`config.mk`:
```
export PLATFORM = sky130hd
export DESIGN_NAME = preemptive_priority_scheduler
export DESIGN_NICKNAME = d
export VERILOG_FILES = /design/src/pps_pkg.sv /design/src/pps_ram.sv /design/src/pps_pick.sv /design/src/preemptive_priority_scheduler.sv
export VERILOG_INCLUDE_DIRS = /design/src /design/src/src
export SDC_FILE = /design/constraint.sdc
export NUM_CORES = 1
export LEC_CHECK = 0
export ABC_AREA = 0
export BUFFER_PORTS_ARGS = -buffer_cell sky130_fd_sc_hd__buf_2
export CAP_MARGIN = 0
export CORE_MARGIN = 4
export CORE_UTILIZATION = 65
export CTS_CLUSTER_DIAMETER = 150
export DETAILED_ROUTE_END_ITERATION = 8
export PLACE_DENSITY = 0.9
export SLEW_MARGIN = 15
export SYNTH_ARGS = -nofsm -noshare
export SYNTH_HDL_FRONTEND = slang
export SYNTH_SLANG_ARGS = --single-unit
```
`constraint.sdc`:
```
create_clock -name clk -period 9.1 [get_ports clk]
set_input_delay 1.82 -clock clk [delete_from_list [all_inputs] [get_ports clk]]
set_output_delay 1.82 -clock clk [all_outputs]
set_load 0.05 [all_outputs]
```
`src/preemptive_priority_scheduler_macros.svh`:
```
// Assertion macros shared by the scheduler RTL.
// No dependencies; included by modules that carry assertions.
`ifndef PREEMPTIVE_PRIORITY_SCHEDULER_MACROS_SVH
`define PREEMPTIVE_PRIORITY_SCHEDULER_MACROS_SVH

// Same-cycle implication, disabled during reset.
`define PPS_ASSERT_IMP(label, clk, rst, ante, cons, msg) \
  label: assert property (@(posedge clk) disable iff (rst) (ante) |-> (cons)) \
    else $error(msg);

// Next-cycle implication, disabled during reset.
`define PPS_ASSERT_NXT(label, clk, rst, ante, cons, msg) \
  label: assert property (@(posedge clk) disable iff (rst) (ante) |=> (cons)) \
    else $error(msg);

`endif

```
`src/pps_pkg.sv`:
```
// Types and constants for the preemptive priority scheduler.
// No dependencies.
package pps_pkg;

  localparam int SLOT_W     = 4;
  localparam int ID_W       = 16;
  localparam int PRIO_W     = 8;
  localparam int OUT_TIME_W = 16;

  localparam logic [1:0] REQ_LOAD  = 2'd0;
  localparam logic [1:0] REQ_TICK  = 2'd1;
  localparam logic [1:0] REQ_CLEAR = 2'd2;

  typedef struct packed {
    logic [1:0]            req_type;
    logic [SLOT_W-1:0]     slot;
    logic [ID_W-1:0]       task_id;
    logic [OUT_TIME_W-1:0] arrival_time;
    logic [OUT_TIME_W-1:0] service_time;
    logic [PRIO_W-1:0]     task_priority;
  } req_t;

  typedef struct packed {
    logic                  served_valid;
    logic [SLOT_W-1:0]     served_slot;
    logic                  completed;
    logic [ID_W-1:0]       done_id;
    logic [OUT_TIME_W-1:0] departure_time;
    logic [OUT_TIME_W-1:0] turnaround;
    logic                  all_done;
    logic [OUT_TIME_W-1:0] time_now;
  } rsp_t;

  // Scan status from the pick unit.
  typedef struct packed {
    logic have_best;
    logic seen_one;
    logic seen_two;
  } scan_flags_t;

  typedef enum logic [1:0] {
    ST_IDLE,
    ST_SCAN,
    ST_UPDATE
  } state_t;

endpackage

```
`src/pps_ram.sv`:
```
// Generic single-write, single-read RAM with registered read data.
// No dependencies.
module pps_ram #(
  parameter int WIDTH = 8,
  parameter int DEPTH = 16
) (
  input  logic                     clk,
  input  logic                     we,
  input  logic [$clog2(DEPTH)-1:0] waddr,
  input  logic [WIDTH-1:0]         wdata,
  input  logic [$clog2(DEPTH)-1:0] raddr,
  output logic [WIDTH-1:0]         rdata
);

  logic [WIDTH-1:0] mem [DEPTH];

  always_ff @(posedge clk) begin
    if (we) begin
      mem[waddr] <= wdata;
    end
    rdata <= mem[raddr];
  end

endmodule

```
`src/pps_pick.sv`:
```
// Shared compare unit: walks slot rows one per cycle, keeps the best ready task.
// Depends on pps_pkg.
module pps_pick #(
  parameter int IDX_W  = 4,
  parameter int TIME_W = 16
) (
  input  logic                        clk,
  input  logic                        rst,
  input  logic                        start,
  input  logic                        eval,
  input  logic                        slot_live,
  input  logic [IDX_W-1:0]            idx,
  input  logic [pps_pkg::ID_W-1:0]    id,
  input  logic [TIME_W-1:0]           arr,
  input  logic [TIME_W-1:0]           rem,
  input  logic [pps_pkg::PRIO_W-1:0]  prio,
  input  logic [TIME_W-1:0]           now,
  output pps_pkg::scan_flags_t        flags,
  output logic [IDX_W-1:0]            best_idx,
  output logic [pps_pkg::ID_W-1:0]    best_id,
  output logic [TIME_W-1:0]           best_arr,
  output logic [TIME_W-1:0]           best_rem,
  output logic [pps_pkg::PRIO_W-1:0]  best_prio
);

  logic ready;
  logic better;

  // strict > keeps the lowest slot on a priority tie
  assign ready  = eval && slot_live && (arr <= now);
  assign better = ready && (!flags.have_best || (prio > best_prio));

  always_ff @(posedge clk) begin
    if (rst || start) begin
      flags <= '0;
    end else if (eval && slot_live) begin
      flags.seen_one <= 1'b1;
      if (flags.seen_one) begin
        flags.seen_two <= 1'b1;
      end
      if (better) begin
        flags.have_best <= 1'b1;
      end
    end
  end

  always_ff @(posedge clk) begin
    if (better) begin
      best_idx  <= idx;
      best_id   <= id;
      best_arr  <= arr;
      best_rem  <= rem;
      best_prio <= prio;
    end
  end

endmodule

```
`src/preemptive_priority_scheduler.sv`:
```
// Preemptive priority scheduler, top level.
// Load and clear transactions complete in the accept cycle, and the block stays ready for more.
// A tick transaction runs in order: one read issue per slot on the table RAM read port,
// the last read, the pick settling on the last row, then the writeback to table and result.
// The next request is accepted once the writeback is done, later while the result is stalled.
// Synchronous reset empties all slots (valid bits) and zeroes the tick counter.
`include "preemptive_priority_scheduler_macros.svh"

module preemptive_priority_scheduler #(
  parameter int SLOTS      = 16,
  parameter int TIME_WIDTH = 16
) (
  input  logic          clk,
  input  logic          rst,
  input  logic          req_valid,
  output logic          req_stall,
  input  pps_pkg::req_t req,
  output logic          rsp_valid,
  input  logic          rsp_stall,
  output pps_pkg::rsp_t rsp
);

  localparam int IDX_W = $clog2(SLOTS);
  localparam int CNT_W = $clog2(SLOTS + 1);
  // Table row: {id, arrival, remaining, priority}
  localparam int ROW_W = pps_pkg::ID_W + 2 * TIME_WIDTH + pps_pkg::PRIO_W;

  pps_pkg::state_t state, state_next;

  // Sequencer and scan pipeline
  logic [CNT_W-1:0]      cnt;
  logic                  pend;
  logic [IDX_W-1:0]      pend_idx;
  logic                  scan_issue;

  // A slot is live while it still needs service; dead slots read as empty.
  logic [SLOTS-1:0]      valid;
  logic [TIME_WIDTH-1:0] tick;

  logic                  req_acc;
  logic                  scan_start;
  logic                  upd_fire;
  logic                  load_ok;
  logic [TIME_WIDTH-1:0] load_rem;

  // Table RAM ports
  logic                  ram_we;
  logic [IDX_W-1:0]      ram_waddr;
  logic [ROW_W-1:0]      ram_wdata;
  logic [ROW_W-1:0]      ram_rdata;

  // Fields of the row under evaluation
  logic [pps_pkg::ID_W-1:0]   row_id;
  logic [TIME_WIDTH-1:0]      row_arr;
  logic [TIME_WIDTH-1:0]      row_rem;
  logic [pps_pkg::PRIO_W-1:0] row_prio;

  // Pick unit results
  pps_pkg::scan_flags_t       flags;
  logic [IDX_W-1:0]           best_idx;
  logic [pps_pkg::ID_W-1:0]   best_id;
  logic [TIME_WIDTH-1:0]      best_arr;
  logic [TIME_WIDTH-1:0]      best_rem;
  logic [pps_pkg::PRIO_W-1:0] best_prio;

  // Writeback arithmetic
  logic [TIME_WIDTH-1:0] new_rem;
  logic                  done;
  logic [TIME_WIDTH-1:0] tick_inc;
  logic [TIME_WIDTH-1:0] turn;
  pps_pkg::rsp_t         rsp_next;

  assign req_acc  = req_valid && !req_stall;
  assign load_ok  = (32'(req.slot) < 32'(SLOTS));
  assign load_rem = TIME_WIDTH'(req.service_time);

  assign {row_id, row_arr, row_rem, row_prio} = ram_rdata;

  // ---------------- next state ----------------
  always_comb begin
    state_next = state;
    case (state)
      pps_pkg::ST_IDLE: begin
        if (scan_start) begin
          state_next = pps_pkg::ST_SCAN;
        end
      end
      pps_pkg::ST_SCAN: begin
        // all reads issued and the last row evaluated
        if (!scan_issue && !pend) begin
          state_next = pps_pkg::ST_UPDATE;
        end
      end
      pps_pkg::ST_UPDATE: begin
        if (upd_fire) begin
          state_next = pps_pkg::ST_IDLE;
        end
      end
      default: state_next = pps_pkg::ST_IDLE;
    endcase
  end

  // ---------------- sequencer outputs ----------------
  always_comb begin
    req_stall  = 1'b1;
    scan_start = 1'b0;
    scan_issue = 1'b0;
    upd_fire   = 1'b0;
    ram_we     = 1'b0;
    ram_waddr  = IDX_W'(req.slot);
    ram_wdata  = {req.task_id, TIME_WIDTH'(req.arrival_time), load_rem, req.task_priority};
    case (state)
      pps_pkg::ST_IDLE: begin
        req_stall  = 1'b0;
        scan_start = req_valid && (req.req_type == pps_pkg::REQ_TICK);
        // loads go straight into the table
        ram_we     = req_valid && (req.req_type == pps_pkg::REQ_LOAD) && load_ok;
      end
      pps_pkg::ST_SCAN: begin
        scan_issue = (cnt < CNT_W'(SLOTS));
      end
      pps_pkg::ST_UPDATE: begin
        // hold until the output register can take the result
        upd_fire  = !rsp_valid || !rsp_stall;
        ram_we    = upd_fire && flags.have_best;
        ram_waddr = best_idx;
        ram_wdata = {best_id, best_arr, new_rem, best_prio};
      end
      default: begin
        req_stall = 1'b1;
      end
    endcase
  end

  // ---------------- writeback arithmetic ----------------
  assign new_rem  = best_rem - TIME_WIDTH'(1);
  assign done     = flags.have_best && (new_rem == '0);
  assign tick_inc = (tick == '1) ? tick : tick + TIME_WIDTH'(1);
  assign turn     = tick_inc - best_arr;

  always_comb begin
    rsp_next                = '0;
    rsp_next.served_valid   = flags.have_best;
    rsp_next.served_slot    = flags.have_best ? pps_pkg::SLOT_W'(best_idx) : '0;
    rsp_next.completed      = done;
    rsp_next.done_id        = done ? best_id : '0;
    rsp_next.departure_time = done ? pps_pkg::OUT_TIME_W'(tick_inc) : '0;
    rsp_next.turnaround     = done ? pps_pkg::OUT_TIME_W'(turn) : '0;
    // empty after this tick: nothing live, or only the served slot and it just finished
    rsp_next.all_done       = !flags.seen_one || (!flags.seen_two && done);
    rsp_next.time_now       = pps_pkg::OUT_TIME_W'(tick_inc);
  end

  // ---------------- registers ----------------
  always_ff @(posedge clk) begin
    if (rst) begin
      state     <= pps_pkg::ST_IDLE;
      valid     <= '0;
      tick      <= '0;
      rsp_valid <= 1'b0;
      cnt       <= '0;
      pend      <= 1'b0;
    end else begin
      state <= state_next;

      if (req_acc && (req.req_type == pps_pkg::REQ_CLEAR)) begin
        valid <= '0;
        tick  <= '0;
      end else if (req_acc && (req.req_type == pps_pkg::REQ_LOAD) && load_ok) begin
        valid[IDX_W'(req.slot)] <= (load_rem != '0);
      end else if (upd_fire) begin
        tick <= tick_inc;
        if (done) begin
          valid[best_idx] <= 1'b0;
        end
      end

      if (scan_start) begin
        cnt  <= '0;
        pend <= 1'b0;
      end else if (state == pps_pkg::ST_SCAN) begin
        pend <= scan_issue;
        if (scan_issue) begin
          cnt <= cnt + CNT_W'(1);
        end
      end

      if (upd_fire) begin
        rsp_valid <= 1'b1;
      end else if (!rsp_stall) begin
        rsp_valid <= 1'b0;
      end
    end
  end

  always_ff @(posedge clk) begin
    if (scan_issue) begin
      pend_idx <= cnt[IDX_W-1:0];
    end
    if (upd_fire) begin
      rsp <= rsp_next;
    end
  end

  // ---------------- table and pick unit ----------------
  pps_ram #(
    .WIDTH (ROW_W),
    .DEPTH (SLOTS)
  ) u_table (
    .clk   (clk),
    .we    (ram_we),
    .waddr (ram_waddr),
    .wdata (ram_wdata),
    .raddr (cnt[IDX_W-1:0]),
    .rdata (ram_rdata)
  );

  pps_pick #(
    .IDX_W  (IDX_W),
    .TIME_W (TIME_WIDTH)
  ) u_pick (
    .clk       (clk),
    .rst       (rst),
    .start     (scan_start),
    .eval      (pend),
    .slot_live (valid[pend_idx]),
    .idx       (pend_idx),
    .id        (row_id),
    .arr       (row_arr),
    .rem       (row_rem),
    .prio      (row_prio),
    .now       (tick),
    .flags     (flags),
    .best_idx  (best_idx),
    .best_id   (best_id),
    .best_arr  (best_arr),
    .best_rem  (best_rem),
    .best_prio (best_prio)
  );

  // ---------------- assertions ----------------
  `PPS_ASSERT_NXT(a_tick_starts_scan, clk, rst, req_acc && (req.req_type == pps_pkg::REQ_TICK), state == pps_pkg::ST_SCAN, "accepted tick did not start a scan")
  `PPS_ASSERT_IMP(a_rsp_from_update, clk, rst, $rose(rsp_valid), $past(state) == pps_pkg::ST_UPDATE, "result appeared outside writeback")
  `PPS_ASSERT_IMP(a_done_needs_serve, clk, rst, rsp_valid && rsp.completed, rsp.served_valid, "completion without a served task")
  `PPS_ASSERT_IMP(a_best_is_live, clk, rst, (state == pps_pkg::ST_UPDATE) && flags.have_best, valid[best_idx] && (best_rem != '0), "picked slot is not live")
  `PPS_ASSERT_NXT(a_tick_monotonic, clk, rst, !$past(rst) && !(req_acc && (req.req_type == pps_pkg::REQ_CLEAR)), tick >= $past(tick), "tick counter went backward")

endmodule
```
==> metrics.yaml <==
logic_synthesis:
  ys_ff_latch: 1131
  synth_most_common_cell: "edfxtp_1"
  synth_edf_count: 1031
  synth_top_cell_by_area: "edfxtp_1"
  synthDominantCellAreaShare_pct: 70.17
  yosysSeqAreaShare_pct: 74.70
  yosysUniqueCellTypes: 63
  async_reset_ff_share_pct: 0
  yosys_warnings: 0
  syn-cell-area_mm2: 0.04412
  synth_ff_type: "edfxtp_1"
  synth.area.top_cells: "edfxtp_1 (70%), mux4_2 (15%), dfxtp_1 (4.5%)"
  syn_nets: 2371
  synth.avg_cell_area_um2: 19.52
  syn_inst: 2261
  synthTopCellsByCount: "edfxtp_1 (1031), mux4_2 (285), nand2_1 (137), nor2_1 (109), dfxtp_1 (100)"
power:
  ir_drop_mv: 0.1982
  leakagePower_uw: 0.01626
  power-per-cell-area_mw_per_mm2: 211.9
die:
  die_width_um: 268.5
  ios: 139
  die_h_um: 268.5
  core_area_mm2: 0.06728
  start_util_pct: 65.58
  rows: 95
  dieArea_mm2: 0.07211
layout:
  layout.nets: 2575
  antenna_cells: 0
  design_area_mm2: 0.04964
  fin_util_pct: 73.79
  area_delta_synth_final_pct: 12.51
  layout-drive-gt1-share_pct: 26.70
route:
  drc: 0
  wl_per_cell_um: 33.24
  wirelength_mm: 113.9
  dr.pass1.iters: 6
  ant_nets: 0
  vias_per_cell: 7.073
  vias: 24240
  drt_iter0_markers: 4071
timing:
  fin_crit_ns: 5.138
  clock.fmax_mhz: 194.6
  final-setup-viol-count: 0
  relSlewSlack_pct: 14.80
  slew_viol_final: 0
  finalSetupTns_ns: 0
  layout_setup_ws_ns: 3.962
  skew_ns: 0.03496
  rsz0062_at_grt: "no"
  whs_ns: 0.3886
  hold_viol: 0
  worst_slew_pin_slew_ns: 1.272
  fin_crit_sh_pct: 56.46
placement:
  pre_cts_ws_ns: 3.407
  place_congestion: 0.8602
  place_area_mm2: 0.04612
  dp_hpwl_mm: 58.28
  port_buffers: 138
clock_tree:
  htreeDepth: 3
  cts_buffer_depth: 3
  numClockSinks: 1131
  worstSkewPairLatency_ns: 0.67
  post_cts_buffers: 0
  cts_tree: "yes"
  cts_resized: 0
  cts-root-buf: "clkbuf_16"
  cts_buffers: 105
  clkSlewWorstSetupHoldPaths_ns: 0.06
  holdBufCountCts: 0
global_route:
  grt_max_degree: 101
  antenna_found_initial: 2
  grt_pass1_vias: 24780
  grt.total_usage_pct: 31.66
  grt_pass1_wl_mm: 165.2
  grt-ovfl-total: 0
status:
  outcome: "complete, no violations"
setup_path:
  startpoint_type: "input pin"
  cpLargestDelayFamily: "simple AND/OR/NAND/NOR gates"
  path_class: "in2reg"
  critPathMaxFanout: 31
  cpPeakStageDelay_ns: 0.95
  arrival_ns: 5.42
  critPathRequiredTime_ns: 9.38
  end_kind: "flop"
  cp_slowest_cell: "nor2_4"
  crit_chain: "buf_2 > nor2_1 > nand3b_1 > o21ai_0 > nand2_1 > nor2_4 > buf_4"
  path_buf_inv: 2
job:
  cap_violations: 0
worst_hold_path:
  min_path_type: "reg2reg"
==> final timing paths <==
check | startpoint | to | slack [ns] | cells past startpoint
min reg2reg | u_table.rdata[42]$_DFF_P_ | u_pick.best_id[2]$_DFFE_PP_ | 0.39 | 0
max | req[60] | u_table.mem[5][44]$_DFFE_PP_ | 3.96 | 7
max reg2reg | state[1]$_SDFFE_PP0P_ | u_table.mem[5][44]$_DFFE_PP_ | 4.58 | 8
min | u_table.rdata[42]$_DFF_P_ | u_pick.best_id[2]$_DFFE_PP_ | 0.39 | 0
==> area by class of cell <==
| cell class | count | area (um^2) |
|---|---|---|
| Timing Repair Buffer | 203 | 1224 |
| Sequential cell | 1131 | 32970 |
| Clock inverter | 52 | 583.1 |
| Fill cell | 3493 | 17640 |
| Clock buffer | 144 | 2875 |
| Tap cell | 873 | 1092 |
| Inverter | 57 | 217.7 |
| Multi-Input combinational cell | 967 | 10680 |
==> registers in the layout, summed over array words and instances, names as in the netlist <==
signal,cells
cnt,5
pend,1
pend_idx,4
rsp,71
rsp_valid,1
state,2
tick,16
u_pick.best_arr,16
u_pick.best_id,16
u_pick.best_idx,4
u_pick.best_prio,8
u_pick.best_rem,16
u_pick.flags,3
u_table.mem,896
u_table.rdata,56
valid,16
==> stage by stage <==
step	power, uW	std cells
after floorplan	5995	2261
after global placement	6083	3228
after detailed placement	6106	3228
after CTS	10510	3424
after global routing	10800	3427
final	10520	3427
==> routing by layer <==
metal / global-route usage, % / share of wire, %
met5: 0 / 0.011
met4: 11.25 / 3.8
met3: 6.953 / 11
met2: 52.89 / 51
met1: 42.27 / 34
==> kinds of logic (layout without fill, tap and decap cells) <==
group,count (synthesis),in the layout,share of synthesized area [%]
xor gates and xnor gates,49,49,0.9726
adders and majority gates,44,44,1.265
buffers and inverters,163,456,1.458
DFF,1131,1131,74.70
AOI/OAI and AO/OA,185,185,2.708
muxes,287,287,14.59
and+or+nand+nor,402,402,4.302
==> power by group <==
group	internal, uW	switching (uW)
Combinational	122	181
Sequential	5680	21.4
Clock	2560	1960
Total	8360	2160
==> cell usage in the layout (no fill, tap or decap), drive strengths merged, types with 43 or more instances in the layout <==
cell	count
o21ai	72
ha	43
nand2	137
dfxtp	100
mux4	285
edfxtp	1031
inv	59
buf	203
nor2	109
clkbuf	144
Power figures use the tool's default switching activity.
